`config.mk`:
```
export PLATFORM = sky130hd
export DESIGN_NAME = hex_dump_crc16_framer_unit_flat
export DESIGN_NICKNAME = d
export VERILOG_FILES = /design/src/rtl/hdcf_pkg.sv /design/src/rtl/hdcf_in_if.sv /design/src/rtl/hdcf_out_if.sv /design/src/rtl/hex_dump_crc16_framer_unit.sv /design/src/rtl/hdcf_front.sv /design/src/rtl/hdcf_fifo.sv /design/src/rtl/hdcf_back.sv /design/src/flat_wrapper.sv
export SDC_FILE = /design/constraint.sdc
export NUM_CORES = 1
export LEC_CHECK = 0
export BUFFER_PORTS_ARGS = -buffer_cell sky130_fd_sc_hd__buf_2
export CORE_ASPECT_RATIO = 1.75
export CORE_MARGIN = 1
export CORE_UTILIZATION = 50
export DETAILED_ROUTE_END_ITERATION = 16
export HOLD_SLACK_MARGIN = 0.02
export PLACE_DENSITY = 0.67
export SETUP_SLACK_MARGIN = 0.4
export SYNTH_ARGS = -nofsm -noshare
export SYNTH_HDL_FRONTEND = slang
export SYNTH_SLANG_ARGS = --single-unit
```
`constraint.sdc`:
```
create_clock -name clk -period 4.5 [get_ports clk]
set_input_delay 0 -clock clk [delete_from_list [all_inputs] [get_ports clk]]
set_output_delay 0 -clock clk [all_outputs]
set_load 0.005 [all_outputs]
```
`src/rtl/hdcf_pkg.sv`:
```
// Shared types, constants and helper functions for the hex dump CRC-16 framer.
`default_nettype none

package hdcf_pkg;

	localparam int QDEPTH = 2;
	localparam int QPTR_W = (QDEPTH > 1) ? $clog2(QDEPTH) : 1;
	localparam int QCNT_W = $clog2(QDEPTH + 1);

	localparam logic [15:0] CRC_POLY = 16'h8408;
	localparam logic [15:0] CRC_INIT = 16'hFFFF;

	localparam logic [7:0] CH_M     = 8'h4D;
	localparam logic [7:0] CH_P     = 8'h50;
	localparam logic [7:0] CH_CR    = 8'h0D;
	localparam logic [7:0] CH_LF    = 8'h0A;
	localparam logic [7:0] CH_ZERO  = 8'h30;
	localparam logic [7:0] CH_A_OFS = 8'h61 - 8'd10;

	// One accepted byte, classified: what goes before it and what follows it.
	typedef struct packed {
		logic        hdr;
		logic        nl;
		logic        last;
		logic [7:0]  data;
		logic [15:0] fin;
	} desc_t;

	typedef struct packed {
		logic full;
		logic empty;
	} qstat_t;

	typedef enum logic [3:0] {
		ST_M,
		ST_P,
		ST_CR0,
		ST_LF0,
		ST_HI,
		ST_LO,
		ST_CR1,
		ST_LF1,
		ST_C3,
		ST_C2,
		ST_C1,
		ST_C0,
		ST_CR2,
		ST_LF2
	} step_t;

	// Reflected CRC-16, LSB first.
	function automatic logic [15:0] crc_update(input logic [15:0] crc, input logic [7:0] d);
		logic [15:0] c;
		c = crc;
		for (int i = 0; i < 8; i++) begin
			if (c[0] ^ d[i]) begin
				c = (c >> 1) ^ CRC_POLY;
			end else begin
				c = c >> 1;
			end
		end
		return c;
	endfunction

	function automatic logic [7:0] hex_char(input logic [3:0] n);
		logic [7:0] r;
		if (n < 4'd10) begin
			r = CH_ZERO + {4'b0000, n};
		end else begin
			r = CH_A_OFS + {4'b0000, n};
		end
		return r;
	endfunction

endpackage

`default_nettype wire

```
`src/rtl/hdcf_in_if.sv`:
```
// Input channel: raw log byte with last-byte flag.
`default_nettype none

interface hdcf_in_if;
	logic       valid;
	logic       ready;
	logic [7:0] data_byte;
	logic       final_byte;

	modport source(output valid, output data_byte, output final_byte, input ready);
	modport sink(input valid, input data_byte, input final_byte, output ready);
endinterface

`default_nettype wire

```
`src/rtl/hdcf_out_if.sv`:
```
// Output channel: one ASCII character per beat.
`default_nettype none

interface hdcf_out_if;
	logic       valid;
	logic       ready;
	logic [7:0] text_char;
	logic       run_last;

	modport source(output valid, output text_char, output run_last, input ready);
	modport sink(input valid, input text_char, input run_last, output ready);
endinterface

`default_nettype wire

```
`src/rtl/hex_dump_crc16_framer_unit.sv`:
```
// Top level of the hex dump CRC-16 framer: front end, descriptor queue, character back end.
//
//  channel  | dir | beat payload                  | handshake
//  ---------+-----+-------------------------------+-------------
//  in_ch    | in  | data_byte[7:0], final_byte     | valid/ready
//  out_ch   | out | text_char[7:0], run_last       | valid/ready
//
// The back end emits one character per cycle unless out_ch stalls or the queue is empty;
// a byte is 2 characters, 4 at a line start, 2 more on a dump's first, 8 more on its last.
// The front end takes a byte in the cycle its descriptor fits into the 2-entry queue.
// A byte's first character reaches the output register by way of its queue entry.
// arst_n clears CRC, line position, queue and sequencer; no clearing pass is needed.
// A stalled out_ch holds the output register; the queue then fills and drops in_ch.ready.
`default_nettype none

module hex_dump_crc16_framer_unit #(
	parameter int BYTES_PER_LINE = 16
) (
	input  wire         clk,
	input  wire         arst_n,
	hdcf_in_if.sink     in_ch,
	hdcf_out_if.source  out_ch
);

	hdcf_pkg::desc_t  push_desc;
	hdcf_pkg::desc_t  head_desc;
	hdcf_pkg::qstat_t qstat;
	logic             push;
	logic             pop;

	hdcf_front #(
		.BYTES_PER_LINE(BYTES_PER_LINE)
	) u_front (
		.clk    (clk),
		.arst_n (arst_n),
		.in_ch  (in_ch),
		.qstat  (qstat),
		.push   (push),
		.desc   (push_desc)
	);

	hdcf_fifo u_fifo (
		.clk    (clk),
		.arst_n (arst_n),
		.push   (push),
		.wdata  (push_desc),
		.pop    (pop),
		.rdata  (head_desc),
		.qstat  (qstat)
	);

	hdcf_back u_back (
		.clk    (clk),
		.arst_n (arst_n),
		.head   (head_desc),
		.qstat  (qstat),
		.pop    (pop),
		.out_ch (out_ch)
	);

endmodule

`default_nettype wire

```
`src/rtl/hdcf_front.sv`:
```
// Front end: accepts bytes, tracks CRC, line position and dump start, builds descriptors.
`default_nettype none

module hdcf_front #(
	parameter int BYTES_PER_LINE = 16
) (
	input  wire                clk,
	input  wire                arst_n,
	hdcf_in_if.sink            in_ch,
	input  hdcf_pkg::qstat_t   qstat,
	output logic               push,
	output hdcf_pkg::desc_t    desc
);

	localparam int LINE_W = (BYTES_PER_LINE > 2) ? $clog2(BYTES_PER_LINE) : 1;

	logic [15:0]       crc_q;
	logic [LINE_W-1:0] line_q;
	logic              started_q;
	logic [15:0]       crc_nxt;
	logic              line_wrap;

	assign in_ch.ready = !qstat.full;
	assign push        = in_ch.valid && in_ch.ready;

	assign crc_nxt   = hdcf_pkg::crc_update(crc_q, in_ch.data_byte);
	assign line_wrap = (line_q == LINE_W'(BYTES_PER_LINE - 1));

	always_comb begin
		desc.hdr  = !started_q;
		desc.nl   = (line_q == '0);
		desc.last = in_ch.final_byte;
		desc.data = in_ch.data_byte;
		desc.fin  = ~crc_nxt;
	end

	always_ff @(posedge clk or negedge arst_n) begin
		if (!arst_n) begin
			crc_q     <= hdcf_pkg::CRC_INIT;
			line_q    <= '0;
			started_q <= 1'b0;
		end else if (push) begin
			if (in_ch.final_byte) begin
				crc_q     <= hdcf_pkg::CRC_INIT;
				line_q    <= '0;
				started_q <= 1'b0;
			end else begin
				crc_q     <= crc_nxt;
				line_q    <= line_wrap ? '0 : line_q + 1'b1;
				started_q <= 1'b1;
			end
		end
	end

	a_final_clears: assert property (@(posedge clk) disable iff (!arst_n)
		push && in_ch.final_byte |=> crc_q == hdcf_pkg::CRC_INIT && line_q == '0 && !started_q)
		else $error("state not cleared after last byte");

	a_first_has_break: assert property (@(posedge clk) disable iff (!arst_n)
		push && desc.hdr |-> desc.nl)
		else $error("first byte of a dump without line break");

endmodule

`default_nettype wire

```
`src/rtl/hdcf_fifo.sv`:
```
// Short descriptor queue between front and back end.
`default_nettype none

module hdcf_fifo (
	input  wire               clk,
	input  wire               arst_n,
	input  wire               push,
	input  hdcf_pkg::desc_t   wdata,
	input  wire               pop,
	output hdcf_pkg::desc_t   rdata,
	output hdcf_pkg::qstat_t  qstat
);

	localparam int D  = hdcf_pkg::QDEPTH;
	localparam int PW = hdcf_pkg::QPTR_W;
	localparam int CW = hdcf_pkg::QCNT_W;

	hdcf_pkg::desc_t mem [D];
	logic [PW-1:0]   wr_ptr_q;
	logic [PW-1:0]   rd_ptr_q;
	logic [CW-1:0]   cnt_q;

	assign qstat.full  = (cnt_q == CW'(D));
	assign qstat.empty = (cnt_q == '0);
	assign rdata       = mem[rd_ptr_q];

	always_ff @(posedge clk) begin
		if (push) begin
			mem[wr_ptr_q] <= wdata;
		end
	end

	always_ff @(posedge clk or negedge arst_n) begin
		if (!arst_n) begin
			wr_ptr_q <= '0;
			rd_ptr_q <= '0;
			cnt_q    <= '0;
		end else begin
			if (push) begin
				wr_ptr_q <= (wr_ptr_q == PW'(D - 1)) ? '0 : wr_ptr_q + 1'b1;
			end
			if (pop) begin
				rd_ptr_q <= (rd_ptr_q == PW'(D - 1)) ? '0 : rd_ptr_q + 1'b1;
			end
			if (push && !pop) begin
				cnt_q <= cnt_q + 1'b1;
			end else if (pop && !push) begin
				cnt_q <= cnt_q - 1'b1;
			end
		end
	end

	a_no_overflow: assert property (@(posedge clk) disable iff (!arst_n)
		qstat.full && !pop |-> !push)
		else $error("push into full queue");

	a_no_underflow: assert property (@(posedge clk) disable iff (!arst_n)
		qstat.empty |-> !pop)
		else $error("pop from empty queue");

endmodule

`default_nettype wire

```
`src/rtl/hdcf_back.sv`:
```
// Back end: walks the character sequence of the head descriptor into the output register.
`default_nettype none

module hdcf_back (
	input  wire               clk,
	input  wire               arst_n,
	input  hdcf_pkg::desc_t   head,
	input  hdcf_pkg::qstat_t  qstat,
	output logic              pop,
	hdcf_out_if.source        out_ch
);

	hdcf_pkg::step_t step_q;
	hdcf_pkg::step_t start_step;
	hdcf_pkg::step_t cur_step;
	hdcf_pkg::step_t nxt_step;
	logic            active_q;
	logic            out_valid_q;
	logic [7:0]      char_q;
	logic            last_q;
	logic            have;
	logic            advance;
	logic [7:0]      ch;
	logic            term;

	always_comb begin
		if (head.hdr) begin
			start_step = hdcf_pkg::ST_M;
		end else if (head.nl) begin
			start_step = hdcf_pkg::ST_CR0;
		end else begin
			start_step = hdcf_pkg::ST_HI;
		end
	end

	assign cur_step = active_q ? step_q : start_step;
	assign have     = active_q || !qstat.empty;
	assign advance  = have && (!out_valid_q || out_ch.ready);
	assign pop      = advance && term;

	// next state
	always_comb begin
		unique case (cur_step)
			hdcf_pkg::ST_M:   nxt_step = hdcf_pkg::ST_P;
			hdcf_pkg::ST_P:   nxt_step = head.nl ? hdcf_pkg::ST_CR0 : hdcf_pkg::ST_HI;
			hdcf_pkg::ST_CR0: nxt_step = hdcf_pkg::ST_LF0;
			hdcf_pkg::ST_LF0: nxt_step = hdcf_pkg::ST_HI;
			hdcf_pkg::ST_HI:  nxt_step = hdcf_pkg::ST_LO;
			hdcf_pkg::ST_LO:  nxt_step = hdcf_pkg::ST_CR1;
			hdcf_pkg::ST_CR1: nxt_step = hdcf_pkg::ST_LF1;
			hdcf_pkg::ST_LF1: nxt_step = hdcf_pkg::ST_C3;
			hdcf_pkg::ST_C3:  nxt_step = hdcf_pkg::ST_C2;
			hdcf_pkg::ST_C2:  nxt_step = hdcf_pkg::ST_C1;
			hdcf_pkg::ST_C1:  nxt_step = hdcf_pkg::ST_C0;
			hdcf_pkg::ST_C0:  nxt_step = hdcf_pkg::ST_CR2;
			hdcf_pkg::ST_CR2: nxt_step = hdcf_pkg::ST_LF2;
			hdcf_pkg::ST_LF2: nxt_step = hdcf_pkg::ST_M;
			default:          nxt_step = hdcf_pkg::ST_M;
		endcase
	end

	// character and end-of-item flag
	always_comb begin
		term = 1'b0;
		unique case (cur_step)
			hdcf_pkg::ST_M:   ch = hdcf_pkg::CH_M;
			hdcf_pkg::ST_P:   ch = hdcf_pkg::CH_P;
			hdcf_pkg::ST_CR0: ch = hdcf_pkg::CH_CR;
			hdcf_pkg::ST_LF0: ch = hdcf_pkg::CH_LF;
			hdcf_pkg::ST_HI:  ch = hdcf_pkg::hex_char(head.data[7:4]);
			hdcf_pkg::ST_LO: begin
				ch   = hdcf_pkg::hex_char(head.data[3:0]);
				term = !head.last;
			end
			hdcf_pkg::ST_CR1: ch = hdcf_pkg::CH_CR;
			hdcf_pkg::ST_LF1: ch = hdcf_pkg::CH_LF;
			hdcf_pkg::ST_C3:  ch = hdcf_pkg::hex_char(head.fin[15:12]);
			hdcf_pkg::ST_C2:  ch = hdcf_pkg::hex_char(head.fin[11:8]);
			hdcf_pkg::ST_C1:  ch = hdcf_pkg::hex_char(head.fin[7:4]);
			hdcf_pkg::ST_C0:  ch = hdcf_pkg::hex_char(head.fin[3:0]);
			hdcf_pkg::ST_CR2: ch = hdcf_pkg::CH_CR;
			hdcf_pkg::ST_LF2: begin
				ch   = hdcf_pkg::CH_LF;
				term = 1'b1;
			end
			default:          ch = hdcf_pkg::CH_LF;
		endcase
	end

	always_ff @(posedge clk or negedge arst_n) begin
		if (!arst_n) begin
			active_q    <= 1'b0;
			step_q      <= hdcf_pkg::ST_M;
			out_valid_q <= 1'b0;
		end else begin
			if (advance) begin
				active_q    <= !term;
				step_q      <= nxt_step;
				out_valid_q <= 1'b1;
			end else if (out_ch.ready) begin
				out_valid_q <= 1'b0;
			end
		end
	end

	always_ff @(posedge clk) begin
		if (advance) begin
			char_q <= ch;
			last_q <= term;
		end
	end

	assign out_ch.valid     = out_valid_q;
	assign out_ch.text_char = char_q;
	assign out_ch.run_last  = last_q;

	a_active_has_head: assert property (@(posedge clk) disable iff (!arst_n)
		active_q |-> !qstat.empty)
		else $error("sequencer active with empty queue");

	a_pop_marks_last: assert property (@(posedge clk) disable iff (!arst_n)
		pop |=> out_ch.valid && out_ch.run_last)
		else $error("descriptor retired without last-character beat");

endmodule

`default_nettype wire

```
`src/flat_wrapper.sv`:
```
// flat-port wrapper written by rule: the top's interface ports become plain ports
module hex_dump_crc16_framer_unit_flat 
#(
	parameter int BYTES_PER_LINE = 16
)
  (clk, arst_n, in_ch_valid, in_ch_data_byte, in_ch_final_byte, in_ch_ready, out_ch_valid, out_ch_text_char, out_ch_run_last, out_ch_ready);
  hdcf_in_if in_ch_i ();
  hdcf_out_if out_ch_i ();
  input  wire clk;
  input  wire arst_n;
  input wire logic [$bits(in_ch_i.valid)-1:0] in_ch_valid;
  input wire logic [$bits(in_ch_i.data_byte)-1:0] in_ch_data_byte;
  input wire logic [$bits(in_ch_i.final_byte)-1:0] in_ch_final_byte;
  output wire logic [$bits(in_ch_i.ready)-1:0] in_ch_ready;
  output wire logic [$bits(out_ch_i.valid)-1:0] out_ch_valid;
  output wire logic [$bits(out_ch_i.text_char)-1:0] out_ch_text_char;
  output wire logic [$bits(out_ch_i.run_last)-1:0] out_ch_run_last;
  input wire logic [$bits(out_ch_i.ready)-1:0] out_ch_ready;
  assign in_ch_i.valid = in_ch_valid;
  assign in_ch_i.data_byte = in_ch_data_byte;
  assign in_ch_i.final_byte = in_ch_final_byte;
  assign in_ch_ready = in_ch_i.ready;
  assign out_ch_valid = out_ch_i.valid;
  assign out_ch_text_char = out_ch_i.text_char;
  assign out_ch_run_last = out_ch_i.run_last;
  assign out_ch_i.ready = out_ch_ready;
  hex_dump_crc16_framer_unit #(.BYTES_PER_LINE(BYTES_PER_LINE)) u_core (.clk(clk), .arst_n(arst_n), .in_ch(in_ch_i), .out_ch(out_ch_i));
endmodule
```
## Yosys cells after proc, flatten, opt, wreduce, memory -nomap -nowiden

Memories as Yosys holds them, arrays and structs flattened.
Index checks and enable logic that the tools add are counted.
W data, S select, Z words.

- Bitwise logic cells: 17
- Equal/unequal tests: 15
- $lt $le $gt $ge: 6
- Add/subtract/negate cells: 17
- Reductions and logical operators: 21
- Mux-type cells: 32

Operators with widths:

| operator | number |
|---|---|
| $mux W16 | 9 |
| $pmux W8 S9 | 1 |
| $pmux W4 S13 | 1 |
| $add A7 B4 Y8 const A | 6 |
| $mux W8 | 6 |
| $add A6 B4 Y7 const A | 6 |
| $eq A4 B4 Y1 const B | 7 |
| $lt A4 B4 Y1 const B | 6 |
| $not A2 Y3 | 8 |
| $eq A4 B3 Y1 const B | 4 |
| $mux W4 | 4 |
| $not A16 Y16 | 1 |
| $eq A4 B2 Y1 const B | 2 |
| $logic_not A1 Y1 | 8 |
| $logic_not A4 Y1 | 2 |
| $xor A1 B1 Y1 | 8 |
| $mux W1 | 7 |
| $logic_and A1 B1 Y1 | 5 |
| $add A4 B1 Y4 const B | 1 |
| $eq A4 B1 Y1 const B | 1 |
| $mux W2 | 2 |
| $reduce_bool A2 Y1 | 2 |
| $mux W3 | 1 |
| $reduce_or A3 Y1 | 1 |
| other kinds (7) | 9 |

- Bits of input ports: 13
- Register bits: 40
- RAM bits: 54
- Logic and storage cells: 120
- Memories kept: 1
- Output and inout bits: 11

Memory list:

| name | words | width | read ports | clocked after memory_dff | write ports | RTL line | text |
|---|---|---|---|---|---|---|---|
| u_core.u_fifo.mem | 2 | 27 | 1 | 0 | 1 | hdcf_fifo.sv:18 | `hdcf_pkg::desc_t mem [D];` |

## Logic depth before layout (Yosys ltp)

Gate-level depths: netlist of run 1.

- Depth after elaboration: 17
- Depth in mapped cells: 10
- Depth with buffers taken out: 8

## Hierarchy

From an unflattened synthesis of run 1, not the netlist that was laid out.

- Cells, all modules: 416
- Area total of the unflattened synthesis: 5141.2 um2

Modules (own cells, without submodules):

| module | sequential area each (um2) | times used | area each (um2) | cells an instance |
|---|---|---|---|---|
| hdcf_fifo | 1721.7 | 1 | 2234.6 | 100 |
| hdcf_back | 390.4 | 1 | 1554.0 | 202 |
| hdcf_front | 545.5 | 1 | 1352.5 | 114 |

## Least setup slack after synthesis of run 1

No wires, ideal clock.

- Kind: reg2reg
- Start point: reg u_core.u_fifo.cnt_q[0]
- End point: mem u_core.u_fifo.mem[0][0] in the netlist's numbering, enable pin
- Cell stages (with the launch flop): 4
- Required time: 4.089 ns
- Arrival: 1.908 ns
- Path slack: 2.181 ns
- Clock period less this slack: 2.319 ns
- Setup time: 0.411 ns
- Buffers on the path: 0
- Path through: dfrtp_1 > nand2b_1 > nand2_1 > nor2_1

- Cells in the longest elaborated chain, start to end: 5

Ends and longest elaborated chain:

| item | RTL line | text |
|---|---|---|
| from (decl) | hdcf_fifo.sv:21 | `logic [CW-1:0] cnt_q;` |
| from (signal assigned) | hdcf_fifo.sv:46 | `cnt_q <= cnt_q + 1'b1;` |
| from (signal assigned) | hdcf_fifo.sv:48 | `cnt_q <= cnt_q - 1'b1;` |
| $eq A2 B2 Y1 | hdcf_fifo.sv:23 | `assign qstat.full = (cnt_q == CW'(D));` |
| $logic_not A1 Y1 | hdcf_front.sv:23 | `assign in_ch.ready = !qstat.full;` |
| named net in_ch_ready | flat_wrapper.sv:14 | `output wire logic [$bits(in_ch_i.ready)-1:0] in_ch_ready;` |
| $logic_and A1 B1 Y1 | hdcf_front.sv:24 | `assign push = in_ch.valid && in_ch.ready;` |
| $mux W1 | hdcf_fifo.sv:28 | `if (push) begin` |
| $mux W1 (implied by the code) | hdcf_fifo.sv:29 | `mem[wr_ptr_q] <= wdata;` |
| to (decl) | hdcf_fifo.sv:18 |  |

The timed path passes the listed nets, and every way through them passes these cells.

## Worst setup path in the final report of run 1

- Start point: reg u_core.u_fifo.rd_ptr_q
- End point: reg u_core.u_back.char_q[2] (netlist: u_core.u_back.out_ch.text_char[2]), data pin

- Cells in the longest elaborated chain, start to end: 7
- Elaborated cells on any way between the ends: 41
- Those cells by class: 12 x add/sub; 6 x order compare; 10 x eq/ne; 10 x mux; 2 x reduce/logical; 1 x memory

Ends and longest elaborated chain:

| item | RTL line | text |
|---|---|---|
| from (decl) | hdcf_fifo.sv:20 | `logic [PW-1:0] rd_ptr_q;` |
| from (signal assigned) | hdcf_fifo.sv:43 | `rd_ptr_q <= (rd_ptr_q == PW'(D - 1)) ? '0 : rd_ptr_q + 1'b1;` |
| $mem_v2 Z2 W27 * | n/a |  |
| $mux W3 | hdcf_back.sv:29 | `end else if (head.nl) begin` |
| $mux W4 | hdcf_back.sv:27 | `if (head.hdr) begin` |
| $mux W4 | hdcf_back.sv:36 | `assign cur_step = active_q ? step_q : start_step;` |
| $eq A4 B4 Y1 (tied with other cells) | hdcf_back.sv:65 | `unique case (cur_step)` |
| $reduce_or A3 Y1 (no source line) | n/a |  |
| $pmux W8 S9 * | hdcf_back.sv:65 |  |
| named net u_core.u_back.ch[2] | hdcf_back.sv:23 | `logic [7:0] ch;` |
| to (signal assigned) | hdcf_back.sv:108 | `char_q <= ch;` |
| to (decl) | hdcf_back.sv:19 | `logic [7:0] char_q;` |

Mark *: on every way through the listed nets, which the timed path passes. The rest lies on a longest branch.
A chain may end at the register's enable or synchronous reset.

==> metrics.md, run 1 <==
| Metric | Value |
|---|---|
| Status | finished clean |
| Comb pwr share | between 30% and 40% |
| Area contributors post-synth | edfxtp_1 37%, dfstp_2 8.4%, dfrtp_1 7.5%, mux2i_1 5.6%, xnor2_1 4.7% |
| Final critical-path required period | slightly above 3 ns |
| Non-Filler Instances | 589 |
| Via density | 5.78 |
| Crit Path Max Fanout | 44 |
| First-pass GRT wire length | ~18000 µm |
| Post-synth EDFFs | 62 |
| Max cap viols | 0 |
| Switching part of the total power | about two fifths |
| Mapped Area | roughly 5000 µm² |
| IR Drop Worst-Case VDD | approximately 0.31 mV |
| Most frequent cells in the layout | 62 x edfxtp_1, 34 x nor2_1, 32 x nand2_1 |
| Pins Over Slew Limit | 0 |
| Drt drc | 0 |
| # IOs | 24 |
| Sequential share of the synthesized area | a little over half |
| Final setup vio count | 0 |
| Footprint of the multi-input gates | roughly 2100 µm² |
| Placed instance count | 562 |
| P per Cell Area | between 700 and 800 nW/µm² |
| Data arrival, critical path | around 3.1 ns |
| Crit path capture type | register |
| GRT Total Usage | a little under a quarter |
| Pleak | between 2 and 2.5 nW |
| Synthesized netlist cell count | about 430 |
| CTS-repair resized insts | 0 |
| Remaining Overflow, GRT | 0 |
| Post-synth top area share | between 30% and 40% |
| Vias in the first global route | 3520 |
| DR vias | roughly 3400 |
| Ys async rst share | 33.3% |
| Initial Util | 52.1% |
| Slew @ Worst Pin | approximately 1.2 ns |
| FMAX | approximately 330 MHz |
| # port buffers | 22 |
| Final Hold Fails | 0 |
| Gpl congestion | 0.870 |
| Avg Cell Area, Syn | between 10 and 15 µm² |
| Internal Power | roughly 0.0026 W |
| Die Span Y | 134 µm |
| Die X | a little under 80 µm |
| Reg-to-reg slack, setup | approximately 1.5 ns |
| Final Cycle Share | 67.3% |
| Routed wire per std cell | ~18 µm |
| Worst-path clk slew | 0.06 ns |
| WHS Path Cells | 3 |
| HP Class | primary input to register |
| WS Path Type | register to register |
| Row cnt | 47 |
| CTS Sinks | a little over 90 |
| Setup tns final | 0 ns |
| CTS tree | done |
| CP required | roughly 4.6 ns |
| Top_reg_cell synth | edfxtp_1 |
| Largest net degree at the start of global routing | 45 |
| #FFs+latches synth | just over 90 |
| Die ar. | 10400 µm² |
| Clock power frac | about 18% |
| Root Driver | clkbuf_16 |
| Normalized max-slew margin | between 20% and 30% |
| Layout Skew | slightly above 0.007 ns |
| Worst-Skew Late Latency | 0.35 ns |
| Initial antenna violation count | 0 |
| Most common library cell in the layout ignoring fill and taps | edfxtp_1 |
| Dpl hpwl | just under 8000 µm |
| R2R cell count | 7 |
| Nets | a little under 500 |
| H-tree levels | 3 |
| Synth area leader | edfxtp_1 |
| Switch Pwr | between 0.0015 and 0.002 W |
| DRT iter0 DRCs | between 200 and 250 |
| # fillers | about 810 |
| RSZ-0062 raised after global routing | false |
| Worst setup SP type | register |
| WL final | ~11000 µm |
| DR pass1 iterations | 6 |
| Synth cell types | 64 |
| P&R area growth vs syn | 11.6% |
| CTS max path bufs | 2 |
| Core area | approximately 9600 µm² |
| Post-route ant nets | 0 |
| Flop pwr share | approximately two fifths |
| Num CTS Buffers | 9 |
| Syn. warnings | 0 |
| Layout cells sized above 1 | 16.7% |
| Synth Net Count | ~450 |
| N_diodes | 0 |
| Seq. cell area | between 2000 and 3000 µm² |
## final timing paths
check / from / to
max in group asynchronous: arst_n / u_core.u_fifo.rd_ptr_q
min: in_ch_valid / u_core.u_fifo.wr_ptr_q
max: u_core.u_fifo.rd_ptr_q / u_core.u_back.out_ch.text_char[2]
min in group asynchronous: arst_n / u_core.u_back.step_q[2]
max reg2reg: u_core.u_fifo.rd_ptr_q / u_core.u_back.out_ch.text_char[2]
min reg2reg: u_core.u_back.out_ch.valid / u_core.u_back.out_ch.valid
## power by group through the flow
stage          Combinational [W]  Sequential, W  Clock, W
3_3_place_gp             0.00163        0.00176         0
6_report                 0.00167        0.00176  0.000767
5_1_grt                  0.00186        0.00182  0.000810
3_5_place_dp             0.00166        0.00178         0
2_1_floorplan            0.00141        0.00160         0
4_1_cts                  0.00168        0.00176  0.000779
## through the flow
stage | hold WS, ns | util, % | power, W | worst slack, ns | area, µm²
5_1_grt | 0.166 | 58.1 | 0.00449 | 1.24 | 5570
6_report | 0.134 | 58.1 | 0.00420 | 1.47 | 5570
3_3_place_gp | 0.0894 | 53.8 | 0.00339 | 1.56 | 5160
2_1_floorplan | -0.296 | - | 0.00301 | 2.18 | 4990
3_5_place_dp | 0.0978 | 53.8 | 0.00344 | 1.46 | 5160
4_1_cts | 0.126 | 58.1 | 0.00422 | 1.46 | 5570
## registers in the layout, summed over array words and instances (netlist names)
name	count
u_core.u_back.active_q	1
u_core.u_front.started_q	1
u_core.u_fifo.wr_ptr_q	1
u_core.u_back.out_ch.text_char	7
u_core.u_fifo.rd_ptr_q	1
u_core.u_fifo.mem	54
u_core.u_fifo.cnt_q	2
u_core.u_front.line_q	4
u_core.u_back.step_q	4
u_core.u_front.crc_q	16
u_core.u_back.out_ch.valid	1
u_core.u_back.out_ch.run_last	1
## synthesized netlist by cell type, types with 5 or more instances
| master | instances |
|---|---|
| inv_1 | 20 |
| dfrtp_1 | 15 |
| nand2b_1 | 5 |
| nand3_1 | 7 |
| xor2_1 | 10 |
| o21ai_0 | 18 |
| clkbuf_1 | 7 |
| nor3_1 | 9 |
| nor2b_1 | 9 |
| a22oi_1 | 5 |
| dfstp_2 | 16 |
| a21oi_1 | 27 |
| nand2_1 | 32 |
| nor2_1 | 35 |
| nor3_2 | 5 |
| edfxtp_1 | 62 |
| xnor2_1 | 27 |
| mux2i_1 | 28 |
| ha_1 | 9 |
## worst max-delay path, cell delays in order (launching register included)
cell      delay, ns
dfrtp_2        1.03
buf_4          0.39
mux2i_1        0.33
ha_1           0.22
inv_1          0.05
o311ai_0       0.39
and4_1         0.25
nand3_1        0.07
## final cells by class
class                           count  area share (%)
Sequential cell                    93            47.7
Timing Repair Buffer               36            4.36
Clock inverter                      5            1.08
Multi-Input combinational cell    302            38.4
Tap cell                          122            2.74
Inverter                           20            1.35
Clock buffer                       11            4.36
## cell families (layout without fill, tap and decap cells)
| kind of cell | Yosys count | in the layout | share of synthesized area [%] |
|---|---|---|---|
| AND/OR/NAND/NOR | 128 | 128 | 14.1 |
| AO/OA/AOI/OAI | 94 | 94 | 12.8 |
| flip-flops | 93 | 93 | 53.2 |
| XOR/XNOR | 37 | 37 | 6.49 |
| buffers and inverters | 37 | 72 | 3.98 |
| multiplexers | 33 | 33 | 7.02 |
| adder cells (fa/ha/maj) | 9 | 9 | 2.26 |
| other | 1 | 1 | 0.0751 |
## layer usage
metal | share of wire (%) | global-route usage [%]
met1 | 39 | 25.5
met2 | 54 | 40.5
met3 | 2.2 | 2.79
met4 | 4.6 | 13.8
met5 | 0 | 0
## what timing repair did
item / 4_1_cts / 5_1_grt
hold buffers: 11 / 0
buffers inserted: 0 / 0
hold endpoints to repair: 37 / 0
Note: power is estimated with default switching activity, not from simulation.
==> run 2: changes to the inputs <==
--- a/config.mk
+++ b/config.mk
@@ -11,7 +11,7 @@
 export CORE_UTILIZATION = 50
 export DETAILED_ROUTE_END_ITERATION = 16
 export HOLD_SLACK_MARGIN = 0.02
-export PLACE_DENSITY = 0.67
+export PLACE_DENSITY = 0.7
 export SETUP_SLACK_MARGIN = 0.4
 export SYNTH_ARGS = -nofsm -noshare
 export SYNTH_HDL_FRONTEND = slang
==> constraint.sdc (replaced) <==
create_clock -name clk -period 2.7 [get_ports clk]
set_input_delay 0 -clock clk [delete_from_list [all_inputs] [get_ports clk]]
set_output_delay 0 -clock clk [all_outputs]
set_load 0.005 [all_outputs]
==> metrics.md, run 2 (same netlist as run 1, synthesis figures left out) <==
| Metric | Value |
|---|---|
| # IOs | 24 (unchanged) |
| HP Class | primary input to register |
| Crit Path Max Fanout | 6 (-86%) |
| CP top delay family | multiplexers |
| Seq. cell area | 2660 µm² (about the same) |
| Worst hold slack | 0.126 ns (-0.00765 ns) |
| Gpl congestion | 0.871 (+0.14%) |
| Non-Filler Instances | 608 (+3.2%) |
| Placed instance count | 571 (+1.6%) |
| Core area | 9590 µm² (unchanged) |
| Routed wire per std cell | 18.2 µm (+1.3%) |
| # fillers | 776 (-4.6%) |
| Slew @ Worst Pin | 1.13 ns (-0.0332 ns) |
| Worst-Skew Late Latency | 0.34 ns (about the same) |
| DRT iter0 DRCs | 289 (+28%) |
| Final setup vio count | 0 (unchanged) |
| DR vias | 3560 (+4.6%) |
| Pins Over Slew Limit | 0 (unchanged) |
| Vias in the first global route | 3572 (+1.5%) |
| Layout cells sized above 1 | 21.4% (+4.7 points) |
| WS Path Type | register to register |
| Nets | 503 (+3.9%) |
| Worst-path clk slew | 0.06 ns (about the same) |
| H-tree levels | 3 (unchanged) |
| Normalized max-slew margin | 24.6% (+2.2 points) |
| Pleak | 2.17 nW (+5.7%) |
| Power Total | 0.00740 W (+76%) |
| Status | finished clean |
| Largest net degree at the start of global routing | 32 (-29%) |
| Post-route ant nets | 0 (unchanged) |
| CP Depth | 7 (unchanged) |
| CTS tree | done |
| FMAX | 447 MHz (+35%) |
| Row cnt | 47 (unchanged) |
| Worst setup SP type | register |
| Drt drc | 0 (unchanged) |
| RSZ-0062 raised after global routing | true |
| First-pass GRT wire length | 17500 µm (-1.2%) |
| Worst path bufs/invs | 0 (-2) |
| Remaining Overflow, GRT | 0 (unchanged) |
| Crit path capture type | register |
| Root Driver | clkbuf_16 |
| Initial Util | 52.1% (unchanged) |
| Most common library cell in the layout ignoring fill and taps | edfxtp_1 |
| Die X | 77.5 µm (unchanged) |
| Dpl hpwl | 7960 µm (+1.1%) |
| R2R cell count | 7 (unchanged) |
| Final Hold Fails | 0 (unchanged) |
| GRT Total Usage | 22.3% (-0.42 points) |
| Data arrival, critical path | 2.31 ns (-0.80 ns) |
| CP required | 2.77 ns (-1.81 ns) |
| Most frequent cells in the layout | 62 x edfxtp_1, 34 x nor2_1, 31 x nand2_1 |
| Final Cycle Share | 82.9% (+16 points) |
| Initial antenna violation count | 0 (unchanged) |
| Max cap viols | 0 (unchanged) |
| Worst-path cell chain | mux2i_1, ha_2, nand2_1, a211oi_2, a211o_1, and4_1, nand3_1 |
| CTS max path bufs | 2 (unchanged) |
| CTS Sinks | 93 (unchanged) |
| WHS Path Cells | 3 (unchanged) |
| WL final | 11000 µm (+4.5%) |
| P&R area growth vs syn | 16.8% |
| Final critical-path required period | 2.24 ns (-0.789 ns) |
| # port buffers | 22 (unchanged) |
| Footprint of the multi-input gates | 2210 µm² (+3.2%) |
| Num CTS Buffers | 9 (unchanged) |
| Max reg flops | 54 (unchanged) |
| Die Span Y | 134 µm (unchanged) |
| Die ar. | 10400 µm² (unchanged) |
| N_diodes | 0 (unchanged) |
| Setup tns final | 0 ns (unchanged) |
| Critical-path top delay cell | mux2i_1 |
| Crit-path max cell delay | 0.49 ns (-0.54 ns) |
| Layout Skew | 0.00725 ns (+0.0000398 ns) |
| DR pass1 iterations | 4 (-2) |
| P per Cell Area | 1270 nW/µm² (+68%) |
| Reg with most FFs | u_core.u_fifo.mem |
| Via density | 5.86 (+1.3%) |
| IR Drop Worst-Case VDD | 0.732 mV (+140%) |
==> run 2: cell count changes in the layout (fill, tap and decap cells not counted), moves of 2 or more <==
cell	previous run	this run
buf_4	3	18
mux2i_1	28	25
clkbuf_16	9	11
clkinv_1	0	2
mux2i_4	0	2
o311ai_0	3	1
==> run 2: final timing paths <==
check                                                 from                           endpoint  slack, ns
worst min-delay path                           in_ch_valid             u_core.u_fifo.wr_ptr_q       0.13
worst min register to register  u_core.u_back.out_ch.valid         u_core.u_back.out_ch.valid       0.49
max in group asynchronous                           arst_n             u_core.u_fifo.rd_ptr_q       1.94
worst max register to register      u_core.u_fifo.rd_ptr_q  u_core.u_back.out_ch.text_char[2]       0.46
min in group asynchronous                           arst_n            u_core.u_back.step_q[3]       0.25
worst max-delay path                u_core.u_fifo.rd_ptr_q  u_core.u_back.out_ch.text_char[2]       0.46
==> run 2: where the power goes <==
| group | total, W | internal, W | leakage, nW | switching [W] |
|---|---|---|---|---|
| Combinational | 0.00332 | 0.00145 | 1.11 | 0.00187 |
| Sequential | 0.00285 | 0.00238 | 0.928 | 0.000468 |
| Clock | 0.00123 | 0.000714 | 0.139 | 0.000514 |
| Total | 0.00740 | 0.00454 | 2.17 | 0.00286 |
==> run 2: what timing repair did <==
action / 4_1_cts / 5_1_grt
gates resized for setup: 0 / 17
hold buffers: 11 / 0
setup buffers: 3 / 5
endpoints found under the setup margin: 5 / 6
pin swaps: 0 / 4
endpoints found under the hold margin: 37 / 0
cloned: 0 / 2
==> run 2: through the flow <==
step                setup slack, ns  cell area, µm²  utilization (%)
global placement              0.309            5250             54.8
global route                  0.342            5830             60.8
floorplan                     0.447            4990                -
CTS                           0.421            5670             59.1
detailed placement            0.261            5250             54.8
finish                        0.461            5830             60.8
==> run 2: tightest hold or removal path: cells and delay by family <==
kind	cells	cell delay, ns
AND/OR/NAND/NOR	1	0.22
buffers and inverters	1	0.10
XOR/XNOR	1	0.10
==> run 2: final cells by class <==
cell class | instances | share of cell area, %
inverter | 20 | 1.29
tap | 122 | 2.62
timing repair buffer | 55 | 7.77
multi-input combinational | 302 | 37.8
clock inverter | 5 | 0.880
clock buffer | 11 | 3.99
sequential | 93 | 45.6
==> run 2: routing by layer <==
layer	vias to the layer above	GRT usage [%]	routed length [µm]
li1	1691	-	-
met1	1735	24.4	4240
met2	100	38.7	5890
met3	34	3.67	340
met4	0	15.6	576
met5	-	0	0
==> run 3: changes to the inputs <==
--- a/config.mk
+++ b/config.mk
@@ -11,7 +11,7 @@
 export CORE_UTILIZATION = 50
 export DETAILED_ROUTE_END_ITERATION = 16
 export HOLD_SLACK_MARGIN = 0.02
-export PLACE_DENSITY = 0.7
+export PLACE_DENSITY = 0.67
 export SETUP_SLACK_MARGIN = 0.4
 export SYNTH_ARGS = -nofsm -noshare
 export SYNTH_HDL_FRONTEND = slang
==> constraint.sdc (replaced) <==
create_clock -name clk -period 2.2 [get_ports clk]
set_input_delay 0 -clock clk [delete_from_list [all_inputs] [get_ports clk]]
set_output_delay 0 -clock clk [all_outputs]
set_load 0.005 [all_outputs]
==> metrics.md, run 3 (same netlist as run 1, synthesis figures left out) <==
| Metric | Value |
|---|---|
| # IOs | 24 (unchanged) |
| Pleak | 2.35 nW (+8.0%) |
| Status | finished clean |
| Met3 Resource Use GR | 3.74% (+0.068 points) |
| # port buffers | 22 (unchanged) |
| H-tree levels | 3 (unchanged) |
| P per Cell Area | 1600 nW/µm² (+26%) |
| GR Util met2 | 42.3% (+3.6 points) |
| Final worst setup slack | 0.0602 ns (-0.401 ns) |
| Row cnt | 47 (unchanged) |
| Final Hold Fails | 0 (unchanged) |
| Layout cells sized above 1 | 31.8% (+10 points) |
| Final non-filler cell area | 6290 µm² (+7.9%) |
| Max cap viols | 0 (unchanged) |
| HP Class | primary input to register |
| Die Span Y | 134 µm (unchanged) |
| Critical-path top delay cell | dfrtp_2 |
| Max reg flops | 54 (unchanged) |
| Final setup vio count | 0 (unchanged) |
| DRT iter0 DRCs | 236 (-18%) |
| Slew @ Worst Pin | 0.725 ns (-0.402 ns) |
| GRT Total Usage | 23.3% (+1.0 points) |
| Most frequent cells in the layout | 62 x edfxtp_1, 46 x buf_4, 33 x nor2_1 |
| Root Driver | clkbuf_16 |
| Die X | 77.5 µm (unchanged) |
| Worst-path clk slew | 0.07 ns (about the same) |
| Final critical-path required period | 2.14 ns (-0.0995 ns) |
| Largest net degree at the start of global routing | 32 (unchanged) |
| N_diodes | 0 (unchanged) |
| Dpl ws | -0.0272 ns (-0.288 ns) |
| CTS Sinks | 93 (unchanged) |
| CTS tree | done |
| Num CTS Buffers | 9 (unchanged) |
| Dpl hpwl | 8350 µm (+4.9%) |
| Area after DPL | 5560 µm² (+5.8%) |
| CP required | 2.28 ns (-0.49 ns) |
| Data arrival, critical path | 2.22 ns (-0.09 ns) |
| Pins Over Slew Limit | 0 (unchanged) |
| Routed wire per std cell | 18.3 µm (+0.47%) |
| Reg with most FFs | u_core.u_fifo.mem |
| Initial antenna violation count | 0 (unchanged) |
| IR Drop Worst-Case VDD | 0.850 mV (+16%) |
| Initial Util | 52.1% (unchanged) |
| Remaining Overflow, GRT | 0 (unchanged) |
| Via density | 5.77 (-1.5%) |
| Crit-path max cell delay | 0.41 ns (-0.08 ns) |
| Nets | 532 (+5.8%) |
| Top Usage Layer GRT | met2 |
| Setup tns final | 0 ns (unchanged) |
| FMAX | 467 MHz (+4.6%) |
| Most common library cell in the layout ignoring fill and taps | edfxtp_1 |
| DR pass1 iterations | 5 (+1) |
| Worst setup SP type | register |
| First-pass GRT wire length | 18200 µm (+3.9%) |
| Gpl congestion | 0.917 (+5.3%) |
| Crit path capture type | register |
| Worst-Skew Late Latency | 0.34 ns (about the same) |
| Vias in the first global route | 3730 (+4.4%) |
| Layout Skew | 0.00542 ns (-0.00183 ns) |
| WL final | 11600 µm (+5.3%) |
| Crit Path Max Fanout | 10 (+4) |
| Core area | 9590 µm² (unchanged) |
| CTS max path bufs | 2 (unchanged) |
| Normalized max-slew margin | 51.7% (+27 points) |
| Final Cycle Share | 97.3% (+14 points) |
| Worst-path cell chain | buf_12, buf_6, mux2i_2, ha_2, inv_1, o311ai_1, and4_1, nand3_1 |
| WS Path Type | register to register |
| P&R area growth vs syn | 26.1% |
| Post-route ant nets | 0 (unchanged) |
| RSZ-0062 raised after global routing | true |
| Drt drc | 0 (unchanged) |
| DR vias | 3674 (+3.2%) |
| Met1 usage | 24.7% (+0.29 points) |
| Die ar. | 10400 µm² (unchanged) |
## run 3: cell types whose count changed in the layout (fill, tap and decap cells not counted), sizes merged
cell	before	now
buf	42	73
clkbuf	13	9
bufinv	1	2
clkinv	3	2
clkinvlp	0	1
inv	21	22
## run 3: final cells by class
| type | instances | area [µm²] |
|---|---|---|
| Clock inverter | 7 | 108 |
| Sequential cell | 93 | 2660 |
| Fill cell | 728 | 3290 |
| Tap cell | 122 | 153 |
| Multi-Input combinational cell | 302 | 2420 |
| Timing Repair Buffer | 84 | 656 |
| Clock buffer | 9 | 225 |
| Inverter | 20 | 75.1 |
## run 3: path summary, 6_finish.rpt
check                                      startpoint                                 to  slack [ns]  cells past startpoint
max                            u_core.u_fifo.rd_ptr_q  u_core.u_back.out_ch.text_char[2]        0.06                      8
max reg2reg                    u_core.u_fifo.rd_ptr_q  u_core.u_back.out_ch.text_char[2]        0.06                      8
min reg2reg                u_core.u_back.out_ch.valid         u_core.u_back.out_ch.valid        0.50                      2
min in group asynchronous                      arst_n         u_core.u_back.out_ch.valid        0.24                      2
min                                       in_ch_valid             u_core.u_fifo.wr_ptr_q        0.12                      4
max in group asynchronous                      arst_n             u_core.u_back.active_q        1.46                      2
## run 3: repair_timing
action                     CTS  global route
hold endpoints to repair    37             0
cloned                       1             0
setup buffers                2             3
pin swaps                    2            12
setup endpoints to repair   14            31
gates resized for setup     26            24
hold buffers                11             0
## run 3: layer usage
metal  vias up  routed length (µm)
li1       1749                   -
met1      1793                4430
met2        94                6380
met3        38                 300
met4         0                 515
met5         -                   0
## run 3: power by group
part,switching [W],internal [W],total [W]
sequential,0.000563,0.00292,0.00349
clock,0.000683,0.00101,0.00170
combinational,0.00260,0.00227,0.00487
total,0.00384,0.00621,0.0101
## run 3: worst max-delay path, delay by kind of cell (launching register included)
kind            cells  cell delay, ns
compound gates      1            0.28
fa+ha+maj           1            0.22
buf+inv             3            0.39
flops               1            0.41
mux                 1            0.25
simple gates        2            0.32
## run 3: stage by stage
step                      instances  utilization, %  hold WS [ns]  total power (W)
final                           637            65.7         0.123           0.0101
after floorplan                 432               -        -0.296          0.00631
after global routing            637            65.7         0.172           0.0106
after detailed placement        604            58.0        0.0956          0.00773
after global placement          604            58.0        0.0939          0.00761
after CTS                       634            64.1        0.0950          0.00975
